==> config.mk <==
export PLATFORM = sky130hd
export DESIGN_NAME = keyed_table_install_modify_delete
export DESIGN_NICKNAME = d
export VERILOG_FILES = /design/src/rtl/ktbl_pkg.sv /design/src/rtl/ktbl_cell.sv /design/src/rtl/keyed_table_install_modify_delete.sv
export SDC_FILE = /design/constraint.sdc
export NUM_CORES = 2
export LEC_CHECK = 0
export BUFFER_PORTS_ARGS = -buffer_cell sky130_fd_sc_hd__buf_2
export CAP_MARGIN = 20
export CORE_ASPECT_RATIO = 1.4
export CORE_MARGIN = 5
export CORE_UTILIZATION = 30
export DETAILED_ROUTE_END_ITERATION = 12
export PLACE_DENSITY = 0.46
export SYNTH_ARGS = -nofsm -noshare
export SYNTH_HDL_FRONTEND = slang
export SYNTH_HIERARCHICAL = 1
export SYNTH_SLANG_ARGS = --single-unit
==> constraint.sdc <==
create_clock -name clk -period 17.92 [get_ports clk]
set_clock_uncertainty 0.2 [all_clocks]
set_input_delay 0 -clock clk [delete_from_list [all_inputs] [get_ports clk]]
set_output_delay 0 -clock clk [all_outputs]
set_load 0.05 [all_outputs]
==> src/rtl/ktbl_pkg.sv <==
// shared types and constants for the keyed table
// holds table capacity, entry layout, cell control struct, status and state codes
// no dependencies
package ktbl_pkg;

	localparam int CAPACITY    = 16;
	localparam int CNT_W       = $clog2(CAPACITY + 1);
	localparam int KEY_W       = 64;
	localparam int VAL_W       = 64;
	localparam int COUNT_OUT_W = 5;

	// one table entry: two key halves and a value
	typedef struct packed {
		logic [KEY_W-1:0] key_high;
		logic [KEY_W-1:0] key_low;
		logic [VAL_W-1:0] value;
	} entry_t;

	// per-cell control from the sequencer
	typedef struct packed {
		logic occupied;
		logic append;
		logic modify;
		logic remove;
	} cell_ctl_t;

	typedef enum logic [1:0] {
		ST_SUCCESS   = 2'd0,
		ST_INVALID   = 2'd1,
		ST_NOT_FOUND = 2'd2,
		ST_NO_ROOM   = 2'd3
	} status_t;

	typedef enum logic [2:0] {
		S_IDLE = 3'b001,
		S_CMP  = 3'b010,
		S_UPD  = 3'b100
	} state_t;

endpackage

==> src/rtl/ktbl_cell.sv <==
// one slot of the keyed table chain
// holds an entry, compares it against the request and takes its neighbor on delete
// depends on ktbl_pkg
module ktbl_cell
	import ktbl_pkg::*;
(
	input  logic      clk,
	input  logic      arst_n,
	input  cell_ctl_t ctl,
	input  entry_t    req,
	input  entry_t    next_entry,
	input  logic      seen_in,
	output entry_t    cur_entry,
	output logic      seen_out,
	output logic      hit
);

	entry_t entry_q;
	logic   match_q;

	// key compare, registered for the update cycle
	always_ff @(posedge clk or negedge arst_n) begin
		if (!arst_n) begin
			match_q <= 1'b0;
		end else begin
			match_q <= ctl.occupied && (entry_q.key_high == req.key_high)
				&& (entry_q.key_low == req.key_low);
		end
	end

	// hit flag travels down the chain: set at and after the matching cell
	assign seen_out = seen_in | match_q;

	// entry update: shift down on delete, rewrite value on modify, load on append
	always_ff @(posedge clk) begin
		if (ctl.remove && seen_out) begin
			entry_q <= next_entry;
		end else if (ctl.modify && match_q) begin
			entry_q.value <= req.value;
		end else if (ctl.append) begin
			entry_q <= req;
		end
	end

	assign cur_entry = entry_q;
	assign hit       = match_q;

endmodule

==> src/rtl/keyed_table_install_modify_delete.sv <==
// keyed table with install, modify and delete of 128-bit keys
//
// input channel: in_valid / in_stall carry one request beat: key_present,
// key_high, key_low, value_present, entry_value. output channel:
// out_valid / out_stall carry one result beat per request: status and
// entry_count (occupied entries after the request).
// the table is a chain of CAPACITY cells kept packed from slot 0. a request
// goes through capture, a parallel key compare in every cell, then
// the update, where a delete moves every cell after the hit down by one in
// the same cycle. the result is registered at the update step, and a new
// request is taken only once the sequencer is back in idle, so requests do
// not overlap, paced by the compare and update steps of the sequencer.
// in_stall is high while a request is in flight. if the receiver stalls,
// the result sits in the output register and the next request proceeds up
// to its update step, where it waits until the output register is taken.
// reset clears the entry count, the result valid flag and the sequencer; entry
// contents are not cleared, since only slots below the count are ever compared.
// depends on ktbl_pkg and ktbl_cell
module keyed_table_install_modify_delete
	import ktbl_pkg::*;
(
	input  logic                   clk,
	input  logic                   arst_n,
	input  logic                   in_valid,
	output logic                   in_stall,
	input  logic                   key_present,
	input  logic [KEY_W-1:0]       key_high,
	input  logic [KEY_W-1:0]       key_low,
	input  logic                   value_present,
	input  logic [VAL_W-1:0]       entry_value,
	output logic                   out_valid,
	input  logic                   out_stall,
	output logic [1:0]             status,
	output logic [COUNT_OUT_W-1:0] entry_count
);

	state_t                 state_q;
	entry_t                 req_q;
	logic                   key_present_q;
	logic                   value_present_q;
	logic [CNT_W-1:0]       count_q;
	logic                   out_valid_q;
	status_t                out_status_q;
	logic [COUNT_OUT_W-1:0] out_count_q;

	entry_t                 cell_entry [CAPACITY];
	logic   [CAPACITY:0]    seen;
	logic   [CAPACITY-1:0]  hit_vec;

	logic    go;
	logic    hit_any;
	logic    full;
	logic    do_modify;
	logic    do_remove;
	logic    do_append;
	status_t res_status;
	logic [CNT_W-1:0] res_count;

	assign in_stall = (state_q != S_IDLE);

	// sequencer
	always_ff @(posedge clk or negedge arst_n) begin
		if (!arst_n) begin
			state_q <= S_IDLE;
		end else begin
			unique case (state_q)
				S_IDLE: if (in_valid) state_q <= S_CMP;
				S_CMP:  state_q <= S_UPD;
				S_UPD:  if (go) state_q <= S_IDLE;
				default: state_q <= S_IDLE;
			endcase
		end
	end

	// request capture
	always_ff @(posedge clk) begin
		if (state_q == S_IDLE && in_valid) begin
			req_q.key_high  <= key_high;
			req_q.key_low   <= key_low;
			req_q.value     <= entry_value;
			key_present_q   <= key_present;
			value_present_q <= value_present;
		end
	end

	// update decision
	assign go       = (state_q == S_UPD) && !(out_valid_q && out_stall);
	assign hit_any  = seen[CAPACITY];
	assign full     = (count_q >= CNT_W'(CAPACITY));
	assign do_modify = go && key_present_q && hit_any && value_present_q;
	assign do_remove = go && key_present_q && hit_any && !value_present_q;
	assign do_append = go && key_present_q && !hit_any && value_present_q && !full;

	always_comb begin
		res_count = count_q;
		priority if (!key_present_q) begin
			res_status = ST_INVALID;
		end else if (hit_any && value_present_q) begin
			res_status = ST_SUCCESS;
		end else if (hit_any) begin
			res_status = ST_SUCCESS;
			res_count  = count_q - CNT_W'(1);
		end else if (!value_present_q) begin
			res_status = ST_NOT_FOUND;
		end else if (full) begin
			res_status = ST_NO_ROOM;
		end else begin
			res_status = ST_SUCCESS;
			res_count  = count_q + CNT_W'(1);
		end
	end

	// cell chain
	assign seen[0] = 1'b0;

	for (genvar i = 0; i < CAPACITY; i++) begin : g_cell
		cell_ctl_t ctl;
		entry_t    nbr;

		assign ctl.occupied = (CNT_W'(i) < count_q);
		assign ctl.append   = do_append && (count_q == CNT_W'(i));
		assign ctl.modify   = do_modify;
		assign ctl.remove   = do_remove;

		if (i == CAPACITY - 1) begin : g_last
			assign nbr = '0;
		end else begin : g_mid
			assign nbr = cell_entry[i+1];
		end

		ktbl_cell u_cell (
			.clk        (clk),
			.arst_n     (arst_n),
			.ctl        (ctl),
			.req        (req_q),
			.next_entry (nbr),
			.seen_in    (seen[i]),
			.cur_entry  (cell_entry[i]),
			.seen_out   (seen[i+1]),
			.hit        (hit_vec[i])
		);
	end

	// entry count and output register
	always_ff @(posedge clk or negedge arst_n) begin
		if (!arst_n) begin
			count_q     <= '0;
			out_valid_q <= 1'b0;
		end else begin
			if (go) begin
				count_q     <= res_count;
				out_valid_q <= 1'b1;
			end else if (out_valid_q && !out_stall) begin
				out_valid_q <= 1'b0;
			end
		end
	end

	always_ff @(posedge clk) begin
		if (go) begin
			out_status_q <= res_status;
			out_count_q  <= COUNT_OUT_W'(res_count);
		end
	end

	assign out_valid   = out_valid_q;
	assign status      = out_status_q;
	assign entry_count = out_count_q;

`ifndef NO_ASSERTIONS
	// count never exceeds the table size
	a_count_range: assert property (@(posedge clk) disable iff (!arst_n)
		count_q <= CNT_W'(CAPACITY))
		else $error("entry count above capacity");

	// keys are unique, so at most one cell hits during update
	a_single_hit: assert property (@(posedge clk) disable iff (!arst_n)
		(state_q == S_UPD) |-> $onehot0(hit_vec))
		else $error("more than one cell matched");

	// a shown result always reports the current count
	a_out_count: assert property (@(posedge clk) disable iff (!arst_n)
		out_valid_q |-> (out_count_q == COUNT_OUT_W'(count_q)))
		else $error("result count differs from table count");

	// a delete drops exactly one entry
	a_remove_count: assert property (@(posedge clk) disable iff (!arst_n)
		do_remove |=> (count_q == $past(count_q) - CNT_W'(1)))
		else $error("delete did not drop one entry");
`endif

endmodule

==> impl_metrics.toml <==
[floorplan]
die_x_um = 535.9
dieArea_um2 = 399900
rows = 270
start_util = 0.3008
fp.dieH_um = 746.3
core-area_um2 = 386100
ioPinCount = 207

[timing]
rsz0062_at_grt = "no"
period_minus_slack_ns = 9.778
fin_tns_setup_ns = 0
tightestPinTransition_ns = 1.152
setup_violations = 0
relSlewSlack = 0.2322
hold_violations = 0
max_freq_ghz = 0.1023
period_share = 0.5456
maxSlewViolCount = 0

[status]
status = "finished clean"

[route]
drt_iter0_markers = 6048
wl_per_cell_um = 28.38
ant_nets = 0
drc_errors = 0
vias_per_cell = 5.106
firstDrtPassIters = 6
wirelength_um = 424100
via_count = 76310

[setup_path]
reg2reg_depth = 24
crit_path_cell_trace = "or2_1 -> or2_2 -> or2_2 -> or2_2 -> or2_2 -> or2_2 -> or2_2 -> or2_2 -> or2_2 -> or2_2 -> or2_2 -> or2_2 -> or2_2 -> or2_2 -> or2_2 -> or2_2 -> or3b_4 -> nor3_4 -> nand3_2 -> nor3_2 -> nor2_1 -> nor2_4 -> buf_4 -> buf_4"
crit_required_ns = 18.23
r2r_end = "g_cell[13].u_cell/cur_entry[77]"
reg2reg_from = "g_cell[0].u_cell/hit"
crit_path_start_kind = "flip-flop"
cpPeakStageDelay_ns = 0.85
arrival_ns = 10.09
reg2reg_slack_ns = 8.14
path_common_cell = "or2_2"
crit_type = "reg2reg"
cp_max_fo = 62
end_kind = "flip-flop"
cp_slowest_cell = "buf_4"

[power]
power.total_uw = 14340
power.density_nw_per_um2 = 106.2
vdd_drop_max_mv = 0.1026
p_leak_uw = 0.04462

[global_route]
grtUsageMet3 = 0.02158
grt_pass1_wl_um = 595200
grt_pass1_vias = 80100
met1_usage = 0.2262
grt_max_degree = 113
grt_overflow = 0
grt-busiest-layer = "met2"
grt_usage = 0.2051
use_met2 = 0.3731
antenna_found_initial = 24

[layout]
seqCellArea_um2 = 66240
synthToLayoutAreaGrowth_pct = 16.29
drive_gt1_frac = 0.2618
layout_common_cells = "2,185 x edfxtp_1, 1,545 x mux2_2, 720 x inv_1"
fillCellCount = 37890
layout_commonest_cell = "edfxtp_1"
layout.nets = 9696
multiInputGateArea_um2 = 45850

[clocking]
clockBufferDepth = 4
clk_latency_ns = 0.93
cts_setup_buffers = 0
cts_made_buffers = 236
cts_max_level = 4
path_clk_slew_ns = 0.06
ctsRootBufferMaster = "clkbuf_16"
cts.sinks = 2210
cts_tree = "done"

[synth]
avgSynthCellArea_um2 = 13.22
synth_area_um2 = 116200
netlist_instances = 8790
synth_warnings = 6

[hold_path]
whs_path_depth = 3
worstHoldStart = "key_high[50]"
hold_class = "in2reg"
holdPathEnd = "req_q[178]"

[placement]
dp_hpwl_um = 309400
portBuffers = 142
place.gp.congestion = 0.9179

[job]
max_cap_violations = 0
[critical path: cells and delay by family (launching register included)]
family / cells / cell delay (ns)
and+or+nand+nor: 22 / 7.08
buffers and inverters: 2 / 1.54
DFF: 1 / 0.38
[state kept, by name, indices dropped and copies added (netlist names)]
name,count
count_q,5
entry_count,5
g_cell.u_cell/cur_entry,2048
g_cell.u_cell/hit,16
key_present_q,1
out_valid,1
req_q,128
state_q,3
status,2
value_present_q,1
[per-layer routing]
metal / vias up / part of all wire / routed length (um)
met5: - / 0.000050 / 21
met4: 4 / 0.076 / 32200
met3: 929 / 0.036 / 15190
met2: 2167 / 0.52 / 219200
met1: 38700 / 0.37 / 157500
li1: 34510 / - / -
[how the worst max path moves through the flow]
stage	startpoint	to	slack (ns)	cells after the start
global placement	g_cell[0].u_cell/hit	g_cell[12].u_cell/cur_entry[76]	8.19	24
detailed placement	g_cell[0].u_cell/hit	g_cell[12].u_cell/cur_entry[76]	8.25	24
finish	g_cell[0].u_cell/hit	g_cell[13].u_cell/cur_entry[77]	8.14	24
global route	g_cell[0].u_cell/hit	g_cell[12].u_cell/cur_entry[73]	7.90	24
floorplan	g_cell[0].u_cell/hit	g_cell[13].u_cell/cur_entry[100]	6.07	23
CTS	g_cell[0].u_cell/hit	g_cell[12].u_cell/cur_entry[121]	8.18	24
[cell type report]
type / count / share of cell area
timing repair buffer: 651 / 0.03931
clock inverter: 120 / 0.009299
inverter: 888 / 0.02467
antenna: 96 / 0.001778
multi-input combinational: 5507 / 0.3394
clock buffer: 307 / 0.04735
tap: 5168 / 0.04787
sequential: 2210 / 0.4903
[per-stage QoR]
| step | instance area [um2] | util | hold slack (ns) | worst slack [ns] | cells |
|---|---|---|---|---|---|
| 2_1_floorplan | 116600 | - | -0.4956 | 6.068 | 8918 |
| 3_3_place_gp | 124500 | 0.3224 | -0.02602 | 8.187 | 14160 |
| 3_5_place_dp | 124500 | 0.3224 | -0.03106 | 8.251 | 14160 |
| 4_1_cts | 134800 | 0.3492 | 0.01452 | 8.185 | 14850 |
| 5_1_grt | 135100 | 0.3498 | 0.06777 | 7.898 | 14940 |
| 6_report | 135100 | 0.3498 | 0.1013 | 8.142 | 14950 |
[what timing repair did]
action                                 CTS  global route
gates resized for setup                  0             0
endpoints found under the hold margin  229             0
setup endpoints to repair                0             0
hold buffers                           268             0
[report_power, final]
part,total [uW],switching [uW],internal [uW]
clock network,5010,2150,2860
registers,6090,66.0,6020
logic,3250,2020,1230
total,14300,4230,10100
No activity file was read; power rests on OpenSTA's default activity.
